## src/hdl/sfs_pkg.sv

```systemverilog
// Package for the sprite frame sequencer: widths, command and register codes,
// controller states and the command/status structs between controller and datapath.
// No dependencies.
package sfs_pkg;

  localparam int MAX_FRAMES_DEF = 256;
  localparam int TIME_WIDTH_DEF = 16;

  localparam int FRAME_W    = 8;
  localparam int FRAME_LAST = (1 << FRAME_W) - 1;
  localparam int POS_W      = FRAME_W + 1;
  localparam int PERIOD_W   = 16;
  localparam int ELAPSED_W  = 16;
  localparam int ACROSS_W   = 9;
  localparam int PIX_W      = 12;
  localparam int COORD_W    = 20;
  localparam int REQ_W      = 3;
  localparam int CFG_IDX_W  = 3;
  localparam int CFG_DATA_W = 16;

  typedef enum logic [REQ_W-1:0] {
    REQ_TICK   = 3'd0,
    REQ_START  = 3'd1,
    REQ_STOP   = 3'd2,
    REQ_PAUSE  = 3'd3,
    REQ_RESUME = 3'd4
  } req_t;

  typedef enum logic [CFG_IDX_W-1:0] {
    REG_FRAME_PERIOD  = 3'd0,
    REG_RANGE_START   = 3'd1,
    REG_RANGE_END     = 3'd2,
    REG_PING_PONG     = 3'd3,
    REG_LOOP_ENABLE   = 3'd4,
    REG_FRAMES_ACROSS = 3'd5,
    REG_FRAME_WIDTH   = 3'd6,
    REG_FRAME_HEIGHT  = 3'd7
  } cfg_reg_t;

  typedef enum logic [2:0] {
    ST_IDLE,
    ST_ACC,
    ST_EXEC,
    ST_FRAME,
    ST_DIV,
    ST_LOAD
  } ctrl_state_t;

  typedef struct packed {
    logic cfg_write;
    logic capture;
    logic acc;
    logic exec;
    logic frame;
    logic div_step;
    logic load;
  } ctrl_cmd_t;

  typedef struct packed {
    logic div_last;
    logic out_busy;
  } dp_status_t;

  // highest frame index an endpoint may take
  function automatic logic [FRAME_W-1:0] frame_limit(input int max_frames);
    int last;
    last = max_frames - 1;
    if (last > FRAME_LAST) last = FRAME_LAST;
    return FRAME_W'(last);
  endfunction

endpackage

```

## src/hdl/sfs_ctrl.sv

```systemverilog
// Controller of the sprite frame sequencer: sequences one request through
// accumulate, update, frame lookup, column/row divide and result load. Uses sfs_pkg.
module sfs_ctrl (
  input  logic                  clk,
  input  logic                  rst,
  input  logic                  in_valid,
  output logic                  in_ready,
  input  logic                  cfg_valid,
  output logic                  cfg_ready,
  input  sfs_pkg::dp_status_t   status,
  output sfs_pkg::ctrl_cmd_t    cmd
);
  import sfs_pkg::*;

  ctrl_state_t state, state_next;

  always_ff @(posedge clk) begin
    if (rst) begin
      state <= ST_IDLE;
    end else begin
      state <= state_next;
    end
  end

  always_comb begin
    state_next = state;
    cmd        = '0;
    in_ready   = 1'b0;
    cfg_ready  = 1'b0;
    case (state)
      ST_IDLE: begin
        in_ready      = 1'b1;
        cfg_ready     = 1'b1;
        cmd.cfg_write = cfg_valid;
        if (in_valid) begin
          cmd.capture = 1'b1;
          state_next  = ST_ACC;
        end
      end
      ST_ACC: begin
        cmd.acc    = 1'b1;
        state_next = ST_EXEC;
      end
      ST_EXEC: begin
        cmd.exec   = 1'b1;
        state_next = ST_FRAME;
      end
      ST_FRAME: begin
        cmd.frame  = 1'b1;
        state_next = ST_DIV;
      end
      ST_DIV: begin
        cmd.div_step = 1'b1;
        if (status.div_last) state_next = ST_LOAD;
      end
      ST_LOAD: begin
        if (!status.out_busy) begin
          cmd.load   = 1'b1;
          state_next = ST_IDLE;
        end
      end
      default: state_next = ST_IDLE;
    endcase
  end

endmodule

```

## src/hdl/sfs_dp.sv

```systemverilog
// Datapath of the sprite frame sequencer: config registers, accumulator, position,
// frame lookup, restoring divider for column/row, pixel multiply and output register.
// Uses sfs_pkg; driven by sfs_ctrl.
module sfs_dp #(
  parameter int MAX_FRAMES = sfs_pkg::MAX_FRAMES_DEF,
  parameter int TIME_WIDTH = sfs_pkg::TIME_WIDTH_DEF
) (
  input  logic                             clk,
  input  logic                             rst,
  input  sfs_pkg::ctrl_cmd_t               cmd,
  output sfs_pkg::dp_status_t              status,
  input  logic [sfs_pkg::REQ_W-1:0]        req_type,
  input  logic [sfs_pkg::ELAPSED_W-1:0]    elapsed,
  input  logic [sfs_pkg::CFG_IDX_W-1:0]    cfg_index,
  input  logic [sfs_pkg::CFG_DATA_W-1:0]   cfg_data,
  input  logic                             out_ready,
  output logic                             out_valid,
  output logic [sfs_pkg::FRAME_W-1:0]      frame_index,
  output logic [sfs_pkg::COORD_W-1:0]      frame_x,
  output logic [sfs_pkg::COORD_W-1:0]      frame_y,
  output logic                             is_playing,
  output logic                             done_res
);
  import sfs_pkg::*;

  localparam int AccW = TIME_WIDTH + 1;
  localparam int InW  = (PERIOD_W > ELAPSED_W) ? PERIOD_W : ELAPSED_W;
  localparam int CmpW = (AccW > InW) ? AccW : InW;
  localparam int SumW = CmpW + 1;
  localparam logic [AccW-1:0] AccMax = '1;
  localparam logic [FRAME_W-1:0] ClampMax = frame_limit(MAX_FRAMES);
  localparam int DivCntW = $clog2(FRAME_W);
  localparam logic [DivCntW-1:0] DivLast = DivCntW'(FRAME_W - 1);

  // config registers
  logic [PERIOD_W-1:0] frame_period;
  logic [FRAME_W-1:0]  range_start;
  logic [FRAME_W-1:0]  range_end;
  logic                ping_pong;
  logic                loop_enable;
  logic [ACROSS_W-1:0] frames_across;
  logic [PIX_W-1:0]    frame_width;
  logic [PIX_W-1:0]    frame_height;

  // sequencer state
  logic [AccW-1:0]  acc;
  logic [POS_W-1:0] pos;
  logic             playing;
  logic             done_flag;

  // captured request
  logic [REQ_W-1:0]     req_q;
  logic [ELAPSED_W-1:0] elapsed_q;

  // divider
  logic [FRAME_W-1:0] frame_q;
  logic [FRAME_W-1:0] quo;
  logic [FRAME_W-1:0] rem;
  logic [DivCntW-1:0] div_cnt;

  always_ff @(posedge clk) begin
    if (rst) begin
      frame_period  <= PERIOD_W'(1);
      range_start   <= '0;
      range_end     <= '0;
      ping_pong     <= 1'b0;
      loop_enable   <= 1'b0;
      frames_across <= ACROSS_W'(1);
      frame_width   <= PIX_W'(1);
      frame_height  <= PIX_W'(1);
    end else if (cmd.cfg_write) begin
      case (cfg_index)
        REG_FRAME_PERIOD:  frame_period  <= cfg_data[PERIOD_W-1:0];
        REG_RANGE_START:   range_start   <= cfg_data[FRAME_W-1:0];
        REG_RANGE_END:     range_end     <= cfg_data[FRAME_W-1:0];
        REG_PING_PONG:     ping_pong     <= cfg_data[0];
        REG_LOOP_ENABLE:   loop_enable   <= cfg_data[0];
        REG_FRAMES_ACROSS: frames_across <= cfg_data[ACROSS_W-1:0];
        REG_FRAME_WIDTH:   frame_width   <= cfg_data[PIX_W-1:0];
        REG_FRAME_HEIGHT:  frame_height  <= cfg_data[PIX_W-1:0];
        default: ;
      endcase
    end
  end

  // sequence geometry
  logic [FRAME_W-1:0] s_c, e_c, span;
  logic               up, equal;
  logic [POS_W-1:0]   len;

  assign s_c   = (range_start > ClampMax) ? ClampMax : range_start;
  assign e_c   = (range_end > ClampMax) ? ClampMax : range_end;
  assign up    = s_c <= e_c;
  assign span  = up ? e_c - s_c : s_c - e_c;
  assign equal = span == '0;
  assign len   = ping_pong ? {span, 1'b0} : {1'b0, span} + POS_W'(1);

  // endpoints after a range write
  logic               range_write, equal_new;
  logic [FRAME_W-1:0] s_new, e_new, s_new_c, e_new_c;

  assign range_write = (cfg_index == REG_RANGE_START) || (cfg_index == REG_RANGE_END);
  assign s_new   = (cfg_index == REG_RANGE_START) ? cfg_data[FRAME_W-1:0] : range_start;
  assign e_new   = (cfg_index == REG_RANGE_END) ? cfg_data[FRAME_W-1:0] : range_end;
  assign s_new_c = (s_new > ClampMax) ? ClampMax : s_new;
  assign e_new_c = (e_new > ClampMax) ? ClampMax : e_new;
  assign equal_new = s_new_c == e_new_c;

  // accumulator
  logic [SumW-1:0] acc_sum;
  logic [AccW-1:0] acc_sat, acc_sub;
  logic [CmpW-1:0] acc_diff;
  logic            acc_hit, tick;

  assign tick     = req_q == REQ_TICK;
  assign acc_sum  = SumW'(acc) + SumW'(elapsed_q);
  assign acc_sat  = (acc_sum > SumW'(AccMax)) ? AccMax : acc_sum[AccW-1:0];
  assign acc_hit  = CmpW'(acc) >= CmpW'(frame_period);
  assign acc_diff = CmpW'(acc) - CmpW'(frame_period);
  assign acc_sub  = acc_diff[AccW-1:0];

  logic pos_end;
  assign pos_end = ({1'b0, pos} + (POS_W+1)'(1)) >= {1'b0, len};

  always_ff @(posedge clk) begin
    if (cmd.capture) begin
      req_q     <= req_type;
      elapsed_q <= elapsed;
    end
  end

  always_ff @(posedge clk) begin
    if (rst) begin
      acc       <= '0;
      pos       <= '0;
      playing   <= 1'b0;
      done_flag <= 1'b0;
    end else begin
      if (cmd.cfg_write && range_write && equal_new) begin
        playing <= 1'b0;
        pos     <= '0;
      end
      if (cmd.acc && tick && playing) acc <= acc_sat;
      if (cmd.exec) begin
        done_flag <= 1'b0;
        case (req_q)
          REQ_TICK: begin
            if (playing && acc_hit) begin
              acc <= acc_sub;
              if (pos_end) begin
                if (loop_enable) begin
                  pos <= '0;
                end else begin
                  pos       <= len - POS_W'(1);
                  playing   <= 1'b0;
                  done_flag <= 1'b1;
                end
              end else begin
                pos <= pos + POS_W'(1);
              end
            end
          end
          REQ_START: begin
            if (!equal) begin
              playing <= 1'b1;
              pos     <= '0;
            end
          end
          REQ_STOP: begin
            playing <= 1'b0;
            pos     <= '0;
          end
          REQ_PAUSE:  playing <= 1'b0;
          REQ_RESUME: if (!equal) playing <= 1'b1;
          default: ;
        endcase
      end
    end
  end

  // frame index of the current position (ping-pong folds back past the end)
  logic [POS_W-1:0]   len_x, pp, off9;
  logic [FRAME_W-1:0] off, frame_c;

  assign len_x   = (len == '0) ? POS_W'(1) : len;
  assign pp      = (pos >= len_x) ? len_x - POS_W'(1) : pos;
  assign off9    = (pp <= {1'b0, span}) ? pp : {span, 1'b0} - pp;
  assign off     = off9[FRAME_W-1:0];
  assign frame_c = up ? s_c + off : s_c - off;

  // restoring divide by frames_across, one quotient bit per cycle
  logic [ACROSS_W-1:0] across;
  logic [FRAME_W:0]    trial, diff;
  logic                ge;

  assign across = (frames_across == '0) ? ACROSS_W'(1) : frames_across;
  assign trial  = {rem, quo[FRAME_W-1]};
  assign ge     = (FRAME_W+1)'(trial) >= (FRAME_W+1)'(across);
  assign diff   = trial - (FRAME_W+1)'(across);

  always_ff @(posedge clk) begin
    if (cmd.frame) begin
      frame_q <= frame_c;
      quo     <= frame_c;
      rem     <= '0;
    end else if (cmd.div_step) begin
      quo <= {quo[FRAME_W-2:0], ge};
      rem <= ge ? diff[FRAME_W-1:0] : trial[FRAME_W-1:0];
    end
  end

  always_ff @(posedge clk) begin
    if (rst) begin
      div_cnt <= '0;
    end else if (cmd.frame) begin
      div_cnt <= '0;
    end else if (cmd.div_step) begin
      div_cnt <= div_cnt + DivCntW'(1);
    end
  end

  // pixel coordinates: remainder is the column, quotient the row
  logic [COORD_W-1:0] prod_x, prod_y;
  assign prod_x = COORD_W'(rem) * COORD_W'(frame_width);
  assign prod_y = COORD_W'(quo) * COORD_W'(frame_height);

  always_ff @(posedge clk) begin
    if (rst) begin
      out_valid <= 1'b0;
    end else if (cmd.load) begin
      out_valid <= 1'b1;
    end else if (out_ready) begin
      out_valid <= 1'b0;
    end
  end

  always_ff @(posedge clk) begin
    if (cmd.load) begin
      frame_index <= frame_q;
      frame_x     <= prod_x;
      frame_y     <= prod_y;
      is_playing  <= playing;
      done_res    <= done_flag;
    end
  end

  assign status.div_last = div_cnt == DivLast;
  assign status.out_busy = out_valid && !out_ready;

endmodule

```

## src/hdl/sprite_frame_sequencer.sv

```systemverilog
// Top level of the sprite frame sequencer: joins controller and datapath.
// Depends on sfs_pkg, sfs_ctrl and sfs_dp.
//
//  channel | direction | handshake            | payload
//  --------+-----------+----------------------+----------------------------------------
//  in      | in        | in_valid / in_ready  | req_type, elapsed
//  out     | out       | out_valid / out_ready| frame_index, frame_x, frame_y,
//          |           |                      | is_playing, done_res
//  cfg     | in        | cfg_valid / cfg_ready| cfg_index, cfg_data
//
// A request passes from acceptance to the next accept through accumulate, update,
// frame lookup, the bit-per-cycle divider for column and row, then load.
// The result shows in the output register the cycle after load.
// A finished result waits in the output register while the next request is taken;
// load stalls only when that register is still full.
// Synchronous reset clears control state; config registers return to their defaults.
module sprite_frame_sequencer #(
  parameter int MAX_FRAMES = sfs_pkg::MAX_FRAMES_DEF,
  parameter int TIME_WIDTH = sfs_pkg::TIME_WIDTH_DEF
) (
  input  logic                             clk,
  input  logic                             rst,
  input  logic                             in_valid,
  output logic                             in_ready,
  input  logic [sfs_pkg::REQ_W-1:0]        req_type,
  input  logic [sfs_pkg::ELAPSED_W-1:0]    elapsed,
  output logic                             out_valid,
  input  logic                             out_ready,
  output logic [sfs_pkg::FRAME_W-1:0]      frame_index,
  output logic [sfs_pkg::COORD_W-1:0]      frame_x,
  output logic [sfs_pkg::COORD_W-1:0]      frame_y,
  output logic                             is_playing,
  output logic                             done_res,
  input  logic                             cfg_valid,
  output logic                             cfg_ready,
  input  logic [sfs_pkg::CFG_IDX_W-1:0]    cfg_index,
  input  logic [sfs_pkg::CFG_DATA_W-1:0]   cfg_data
);
  import sfs_pkg::*;

  localparam logic [FRAME_W-1:0] ClampMax = frame_limit(MAX_FRAMES);

  ctrl_cmd_t  cmd;
  dp_status_t status;

  sfs_ctrl u_ctrl (
    .clk       (clk),
    .rst       (rst),
    .in_valid  (in_valid),
    .in_ready  (in_ready),
    .cfg_valid (cfg_valid),
    .cfg_ready (cfg_ready),
    .status    (status),
    .cmd       (cmd)
  );

  sfs_dp #(
    .MAX_FRAMES (MAX_FRAMES),
    .TIME_WIDTH (TIME_WIDTH)
  ) u_dp (
    .clk         (clk),
    .rst         (rst),
    .cmd         (cmd),
    .status      (status),
    .req_type    (req_type),
    .elapsed     (elapsed),
    .cfg_index   (cfg_index),
    .cfg_data    (cfg_data),
    .out_ready   (out_ready),
    .out_valid   (out_valid),
    .frame_index (frame_index),
    .frame_x     (frame_x),
    .frame_y     (frame_y),
    .is_playing  (is_playing),
    .done_res    (done_res)
  );

  // done only ends a run
  a_done_stops: assert property (@(posedge clk) disable iff (rst)
    out_valid && done_res |-> !is_playing)
    else $error("done pulse while still playing");

  // shown frame never passes the clamp limit ClampMax
  a_frame_range: assert property (@(posedge clk) disable iff (rst)
    out_valid |-> frame_index <= ClampMax)
    else $error("frame index beyond last frame");

  // an accepted request leaves the controller busy: in_ready and cfg_ready both drop
  a_one_request: assert property (@(posedge clk) disable iff (rst)
    in_valid && in_ready |=> !in_ready && !cfg_ready)
    else $error("request accepted while busy");

  // a result waiting in the output register holds while the next request is worked on
  a_result_held: assert property (@(posedge clk) disable iff (rst)
    out_valid && !out_ready |=> out_valid && $stable(frame_x) && $stable(frame_y))
    else $error("pending result overwritten");

endmodule
```

## config.mk

```make
export PLATFORM = sky130hd
export DESIGN_NAME = sprite_frame_sequencer
export DESIGN_NICKNAME = d
export VERILOG_FILES = /design/src/hdl/sfs_pkg.sv /design/src/hdl/sfs_ctrl.sv /design/src/hdl/sfs_dp.sv /design/src/hdl/sprite_frame_sequencer.sv
export SDC_FILE = /design/constraint.sdc
export NUM_CORES = 1
export LEC_CHECK = 0
export ABC_AREA = 1
export BUFFER_PORTS_ARGS = -buffer_cell sky130_fd_sc_hd__buf_2
export CAP_MARGIN = 20
export CORE_MARGIN = 2
export CORE_UTILIZATION = 45
export CTS_CLUSTER_SIZE = 25
export DETAILED_ROUTE_END_ITERATION = 10
export GPL_ROUTABILITY_DRIVEN = 0
export HOLD_SLACK_MARGIN = 0.08
export PLACE_DENSITY = 0.71
export SETUP_SLACK_MARGIN = 0.15
export SLEW_MARGIN = 25
export SYNTH_ARGS = -nofsm -noshare
export SYNTH_HDL_FRONTEND = slang
export SYNTH_SLANG_ARGS = --single-unit
```

## constraint.sdc

```tcl
create_clock -name clk -period 7 [get_ports clk]
set_input_delay 0 -clock clk [delete_from_list [all_inputs] [get_ports clk]]
set_output_delay 0 -clock clk [all_outputs]
set_load 0.05 [all_outputs]
```

### After elaboration in Yosys (flattened, before gate mapping)

Index checks and enable logic that the tools add are counted.

* $add $sub $neg: 14
* $mul: 2
* $lt $le $gt $ge: 11
* equal/unequal tests: 21
* mux-type cells: 54
* reduce and logical (&&, ||, !) cells: 26

Operator list (count)
* 2-to-1 mux 8 bit: 12
* 2-to-1 mux 9 bit: 10
* 2-to-1 mux 17 bit: 5
* multiplier 8 x 12 -> 20 bit: 2
* subtractor 8 bit: 5
* > comparator 8 bit (second input constant): 4
* one-hot mux 9 bit (3 select lines): 1
* equality test 3 bit (second input constant): 8
* 2-to-1 mux 1 bit: 20
* adder 17 x 16 -> 18 bit: 1
* equality test 3 x 2 -> 1 bit (second input constant): 6
* greater-or-equal comparator 9 bit: 2
* > comparator 18 x 17 -> 1 bit (second input constant): 1
* zero test 9 bit: 2
* one-hot mux 3 bit (6 select lines): 1
* subtractor 9 x 1 -> 9 bit (second input constant): 2
* greater-or-equal comparator 17 x 16 -> 1 bit: 1
* subtractor 17 x 16 -> 17 bit: 1
* AND reduction 2 bit: 6
* adder 9 x 1 -> 10 bit (second input constant): 1
* greater-or-equal comparator 10 x 9 -> 1 bit: 1
* adder 8 x 1 -> 9 bit (second input constant): 1
* adder 9 x 1 -> 9 bit (second input constant): 1
* equality test 3 x 1 -> 1 bit (second input constant): 3
* 17 further kinds: 31

* register bits: 195
* input port bits: 43
* word-level logic and storage cells: 153

### Logic depth before layout (Yosys ltp)

* word-level depth: 15
* mapped depth: 64
* gate-level depth less buffers: 63

### By module

A second synthesis with hierarchy kept.

* cells, all modules: 2364
* area, all modules: 18317.6 um^2

Modules (own cells, without submodules)
* sfs_dp: instances 1, cells each 2326, area an instance 18058.6 um^2
* sfs_ctrl: instances 1, cells each 38, area an instance 259.0 um^2

### Worst setup path after synthesis

No wires, ideal clock.

* path type: flip-flop to flip-flop
* from: reg u_dp.range_start[0]
* to: reg u_dp.quo[7], data pin
* library setup time: 0.253 ns
* arrival time: 7.424 ns
* data required time: 6.747 ns
* path slack: -0.677 ns
* cell stages (with the launch flop): 62
* buffers on the path: 2
* clock period less this slack: 7.677 ns
* path through: dfxtp_1 inv_1 ha_1 inv_1 fa_1 nand2_1 nand2_1 nand3_2 nand2_4 nand2_4 buf_8 nand2_1 nand2_1 inv_1 ha_1 inv_1 o21ai_0 nor2_1 [... 26 more ...] ha_1 a21oi_1 nand2_1 a21oi_1 o21bai_1 nand2_1 nand2_1 a21oi_1 xor2_1 inv_1 nand2_1 nand2_1 inv_1 nand4_1 nand2_1 nand3_1 nand3_1 nand2_1

* cells in the longest elaborated chain, start to end: 15

RTL lines
* start, declared: RTL line sfs_dp.sv:37 `logic [FRAME_W-1:0] range_start;`
* start signal, assigned: RTL line sfs_dp.sv:74 `REG_RANGE_START: range_start <= cfg_data[FRAME_W-1:0];`
* > comparator 8 bit: RTL line sfs_dp.sv:91 `assign s_c = (range_start > ClampMax) ? ClampMax : range_start;`
* 2-to-1 mux 8 bit (*): RTL line sfs_dp.sv:91
* subtractor 8 bit / less-or-equal comparator 8 bit (equally long branches): RTL line sfs_dp.sv:94, sfs_dp.sv:93
* 2-to-1 mux 8 bit: RTL line sfs_dp.sv:94 `assign span = up ? e_c - s_c : s_c - e_c;`
* adder 8 x 1 -> 9 bit: RTL line sfs_dp.sv:96 `assign len = ping_pong ? {span, 1'b0} : {1'b0, span} + POS_W'(1);`
* 2-to-1 mux 9 bit: RTL line sfs_dp.sv:96
* zero test 9 bit: RTL line sfs_dp.sv:185 `assign len_x = (len == '0) ? POS_W'(1) : len;`
* 2-to-1 mux 9 bit: RTL line sfs_dp.sv:185
* subtractor 9 x 1 -> 9 bit / greater-or-equal comparator 9 bit (equally long branches): RTL line sfs_dp.sv:186 `assign pp = (pos >= len_x) ? len_x - POS_W'(1) : pos;`
* 2-to-1 mux 9 bit: RTL line sfs_dp.sv:186
* subtractor 8 bit / less-or-equal comparator 9 x 8 -> 1 bit (equally long branches): RTL line sfs_dp.sv:187 `assign off9 = (pp <= {1'b0, span}) ? pp : {span, 1'b0} - pp;`
* 2-to-1 mux 8 bit: RTL line sfs_dp.sv:187
* subtractor 8 bit / adder 8 bit (equally long branches): RTL line sfs_dp.sv:189 `assign frame_c = up ? s_c + off : s_c - off;`
* 2-to-1 mux 8 bit (*): RTL line sfs_dp.sv:189
* 2-to-1 mux 8 bit (*): RTL line sfs_dp.sv:202 `if (cmd.frame) begin`
* end signal, assigned: RTL line sfs_dp.sv:204 `quo <= frame_c;`
* end signal, assigned: RTL line sfs_dp.sv:207 `quo <= {quo[FRAME_W-2:0], ge};`
* end, declared: RTL line sfs_dp.sv:57 `logic [FRAME_W-1:0] quo;`

Every way passes the cells marked *; elsewhere a longest branch is shown, timed or not.
A chain may end at the register's enable or synchronous reset.

### Worst setup path after layout

* from: reg u_dp.range_end[0]
* to: reg u_dp.quo[6], data pin

* cells in the longest elaborated chain, start to end: 15

RTL lines
* start, declared: RTL line sfs_dp.sv:38 `logic [FRAME_W-1:0] range_end;`
* start signal, assigned: RTL line sfs_dp.sv:75 `REG_RANGE_END: range_end <= cfg_data[FRAME_W-1:0];`
* > comparator 8 bit: RTL line sfs_dp.sv:92 `assign e_c = (range_end > ClampMax) ? ClampMax : range_end;`
* 2-to-1 mux 8 bit (*): RTL line sfs_dp.sv:92
* subtractor 8 bit / less-or-equal comparator 8 bit (equally long branches): RTL line sfs_dp.sv:94, sfs_dp.sv:93
* 2-to-1 mux 8 bit: RTL line sfs_dp.sv:94
* adder 8 x 1 -> 9 bit: RTL line sfs_dp.sv:96
* 2-to-1 mux 9 bit: RTL line sfs_dp.sv:96
* zero test 9 bit: RTL line sfs_dp.sv:185
* 2-to-1 mux 9 bit: RTL line sfs_dp.sv:185
* subtractor 9 x 1 -> 9 bit / greater-or-equal comparator 9 bit (equally long branches): RTL line sfs_dp.sv:186
* 2-to-1 mux 9 bit: RTL line sfs_dp.sv:186
* subtractor 8 bit / less-or-equal comparator 9 x 8 -> 1 bit (equally long branches): RTL line sfs_dp.sv:187
* 2-to-1 mux 8 bit: RTL line sfs_dp.sv:187
* subtractor 8 bit / adder 8 bit (equally long branches): RTL line sfs_dp.sv:189
* 2-to-1 mux 8 bit (*): RTL line sfs_dp.sv:189
* via u_dp.frame_c[6]: RTL line sfs_dp.sv:183 `logic [FRAME_W-1:0] off, frame_c;`
* 2-to-1 mux 8 bit (*): RTL line sfs_dp.sv:202

Mark *: on every way through the listed nets, which the timed path passes. The rest lies on a longest branch.

==> flow_metrics.tcl <==
set metrics [dict create \
    drv_cap 0 \
    cp_max_fo 5 \
    die_y_um 205.0 \
    synth_nets 2679 \
    power.internal_mw 5.422 \
    end_kind "register" \
    seq_power_share_pct 16.1 \
    slew_headroom_pct 40.20 \
    rows 73 \
    synth_top_area_cell "edfxtp_1" \
    p_sw_mw 5.573 \
    p_clk_share_pct 9.1 \
    start_kind "register" \
    cp.required_ns 7.23 \
    synth.avg_cell_area_um2 7.802 \
    rsz0062_at_grt "yes" \
    vias 15800 \
    wire_per_inst_um 14.70 \
    dieArea_um2 42000 \
    drt_iter0_drc 1185 \
    wl_um 45250 \
    worst_pin_slew_ns 0.8937 \
    core_um2 39820 \
    clkTransAtPathRegs_ns 0.08 \
    cts_sinks 195 \
    ys_async_sr_fraction_pct 0 \
    layout-drive-gt1-share_pct 15.63 \
    ys_seq_elements 195 \
    p_per_area_nw_per_um2 511.6 \
    leakagePower_nw 11.21 \
    status "finished, violations left" \
    grt_usage_pct 22.17 \
    comb_power_share_pct 74.8 \
    switching_share_pct 50.69 \
    cts_buffer_depth 2 \
    portBuffers 95 \
    hold_end "u_dp.range_start[1]$_SDFFE_PP0P_" \
    drcViolationCount 0 \
    area_growth_pct 18.28 \
    grt-busiest-layer "met2" \
    path_class "register to register" \
    die_w_um 205.0 \
    cts_inserted_buffers 17 \
    ant_nets 0 \
    fin_crit_ns 7.305 \
    violations "setup timing" \
    synth_ff_type "dfxtp_1" \
    skew_ns 0.01663 \
    start_util_pct 45.63 \
    drv_slew 0 \
    crit_arrival_ns 7.53 \
    max_freq_mhz 136.9 \
    ios 96 \
    nets 2889 \
    cp_num_buf_inv 15 \
    firstDrtPassIters 5 \
    rrSetupSlack_ns -0.30 \
    cts_root_buf "clkbuf_16" \
    rr_worst_depth 55 \
    synth-seq-area-share_pct 26.17 \
    synthesis.area_um2 18170 \
    min_from "cfg_valid" \
    hold_depth 3 \
    cts_tree "built" \
    crit_family "simple AND/OR/NAND/NOR gates" \
    ir_drop_mv 0.5964 \
    syn_inst 2329 \
    slowest_stage "fa_2" \
    ys_warn_count 0 \
    via_per_inst 5.133 \
    cts_htree_levels 4 \
    grt_pass1_vias 15530 \
    synthTopCellsByArea "edfxtp_1 (14%), fa_1 (14%), ha_1 (12%)" \
    fill_cells 3620 \
    grt_pass1_wl_um 74970 \
    post-route-period-util_pct 104.4 \
    synth_cell_types 59 \
    setup_ws_ns -0.3048 \
    synth_edf_count 85 \
    regToRegStartpoint "u_dp.range_end[0]$_SDFFE_PP0P_" \
    setup_viol 5 \
    crit_top_cell "buf_6" \
    worst_skew_pair.late_latency_ns 0.48 \
    antenna_found_initial 1 \
    use_met3_pct 2.816 \
    fin_util_pct 53.97 \
    grt_overflow_total 0 \
    hold_viol_final 0 \
    synth_top_area_share_pct 14.05 \
    met2_usage_pct 38.61 \
    setup-tns-final_ns -0.8698 \
    r2r-end "u_dp.quo[6]$_DFFE_PP_" \
    cpPeakStageDelay_ns 0.59 \
    use_met1_pct 27.95 \
    grt_max_degree 62 \
    dp_hpwl_um 35020 \
    hold_path.class "input port to register" \
]
==> layer usage <==
metal	routed length, um	vias to the layer above
met2	22020	503
met1	19550	7364
li1	-	7837
met5	0	-
met3	2306	95
met4	1379	0
==> sequential cells by signal, indices dropped and copies added, names as in the netlist, 9 cells and up <==
| signal | flops |
|---|---|
| u_dp.frame_x | 20 |
| u_dp.frame_y | 20 |
| u_dp.acc | 17 |
| u_dp.elapsed_q | 16 |
| u_dp.frame_period | 16 |
| u_dp.frame_height | 12 |
| u_dp.frame_width | 12 |
| u_dp.frames_across | 9 |
| u_dp.pos | 9 |
==> logic make-up after synthesis <==
family                     synth area share, %
buffers and inverters                    11.55
xor gates and xnor gates                 4.579
AOI/OAI and AO/OA                        12.74
and+or+nand+nor                          18.62
adders and majority gates                26.34
DFF                                      26.17
==> per-stage QoR <==
step | hold WS (ns) | total power, mW | cells | setup slack (ns) | cell area [um2]
CTS | 0.1815 | 10.42 | 3066 | 0.004197 | 21210
global route | 0.2306 | 11.98 | 3078 | -0.6793 | 21490
finish | 0.2137 | 11.00 | 3078 | -0.3048 | 21490
global placement | 0.1770 | 8.845 | 2977 | -0.1880 | 19940
detailed placement | 0.1782 | 9.045 | 2977 | -0.4508 | 19940
floorplan | 0.09887 | 6.786 | 2329 | -0.2910 | 18310
==> cell type report <==
cell class              instances  area [um2]  area share, %
inverters                     477        1798          8.365
diodes                          1       2.502        0.01164
well taps                     525       656.9          3.056
clock inverters                13       133.9         0.6229
clock buffers                  19       464.2          2.160
multi-input cells            1581       11740          54.62
flip-flops and latches        195        4760          22.14
repair buffers                267        1938          9.017
==> worst min-delay path, cell delays in order <==
cell      delay (ns)
buf_2           0.11
nand2_1         0.38
a211oi_1        0.15
==> cells in the final DEF (no fill, tap or decap), types with 8 or more instances in the layout <==
| master | instances |
|---|---|
| a211oi_1 | 12 |
| a21oi_1 | 180 |
| a21oi_2 | 10 |
| a221oi_1 | 8 |
| buf_2 | 95 |
| buf_4 | 115 |
| buf_6 | 11 |
| clkbuf_16 | 18 |
| dfxtp_1 | 106 |
| dlygate4sd3_1 | 44 |
| edfxtp_1 | 85 |
| fa_1 | 123 |
| ha_1 | 168 |
| ha_4 | 12 |
| inv_1 | 459 |
| inv_2 | 12 |
| nand2_1 | 458 |
| nand2_2 | 26 |
| nand2_4 | 18 |
| nand3_1 | 55 |
| nand3_2 | 13 |
| nand4_1 | 12 |
| nor2_1 | 117 |
| nor2_4 | 9 |
| nor3_1 | 17 |
| o211ai_1 | 17 |
| o21ai_0 | 137 |
| o21ai_1 | 10 |
| xnor2_1 | 22 |
| xor2_1 | 71 |
==> power by group through the flow <==
stage               registers, mW  clock network [mW]  logic, mW
floorplan                    1.72                   0       5.06
global placement             1.77                   0       7.07
detailed placement           1.78                   0       7.26
CTS                          1.76                1.02       7.64
global route                 1.80                1.07       9.12
finish                       1.77               0.998       8.23
==> synth_stat cells (all sizes together) (3+ instances only) <==
library cell    n
a211oi         12
a21oi         191
a221oi          8
a22oi           3
and2            3
buf             6
clkbuf         70
clkinv          3
dfxtp         110
edfxtp         85
fa            126
ha            181
inv           474
nand2         504
nand3          73
nand3b          4
nand4          13
nor2          135
nor3           19
nor4            6
o2111ai         3
o211ai         17
o21ai         154
o21bai          7
o221ai          3
o22ai           7
xnor2          22
xor2           73
==> worst max path at each step <==
stage | startpoint | end | slack [ns] | cells past startpoint
floorplan | u_dp.range_start[0]$_SDFFE_PP0P_ | u_dp.quo[7]$_DFFE_PP_ | -0.29 | 62
global placement | u_dp.range_start[0]$_SDFFE_PP0P_ | u_dp.quo[7]$_DFFE_PP_ | -0.19 | 60
detailed placement | u_dp.range_start[0]$_SDFFE_PP0P_ | u_dp.quo[7]$_DFFE_PP_ | -0.45 | 55
CTS | u_dp.range_start[0]$_SDFFE_PP0P_ | u_dp.quo[7]$_DFFE_PP_ | 0.004 | 61
global route | u_dp.range_end[3]$_SDFFE_PP0P_ | u_dp.quo[6]$_DFFE_PP_ | -0.68 | 57
finish | u_dp.range_end[0]$_SDFFE_PP0P_ | u_dp.quo[6]$_DFFE_PP_ | -0.30 | 55
==> what timing repair did <==
item,in CTS,in global routing
pin swaps,52,22
cloned,0,0
buffers inserted,13,11
hold endpoints to repair,93,0
hold buffers,44,0
gates resized for setup,32,46
setup endpoints to repair,3,7
(Power assumes the default switching activity.)
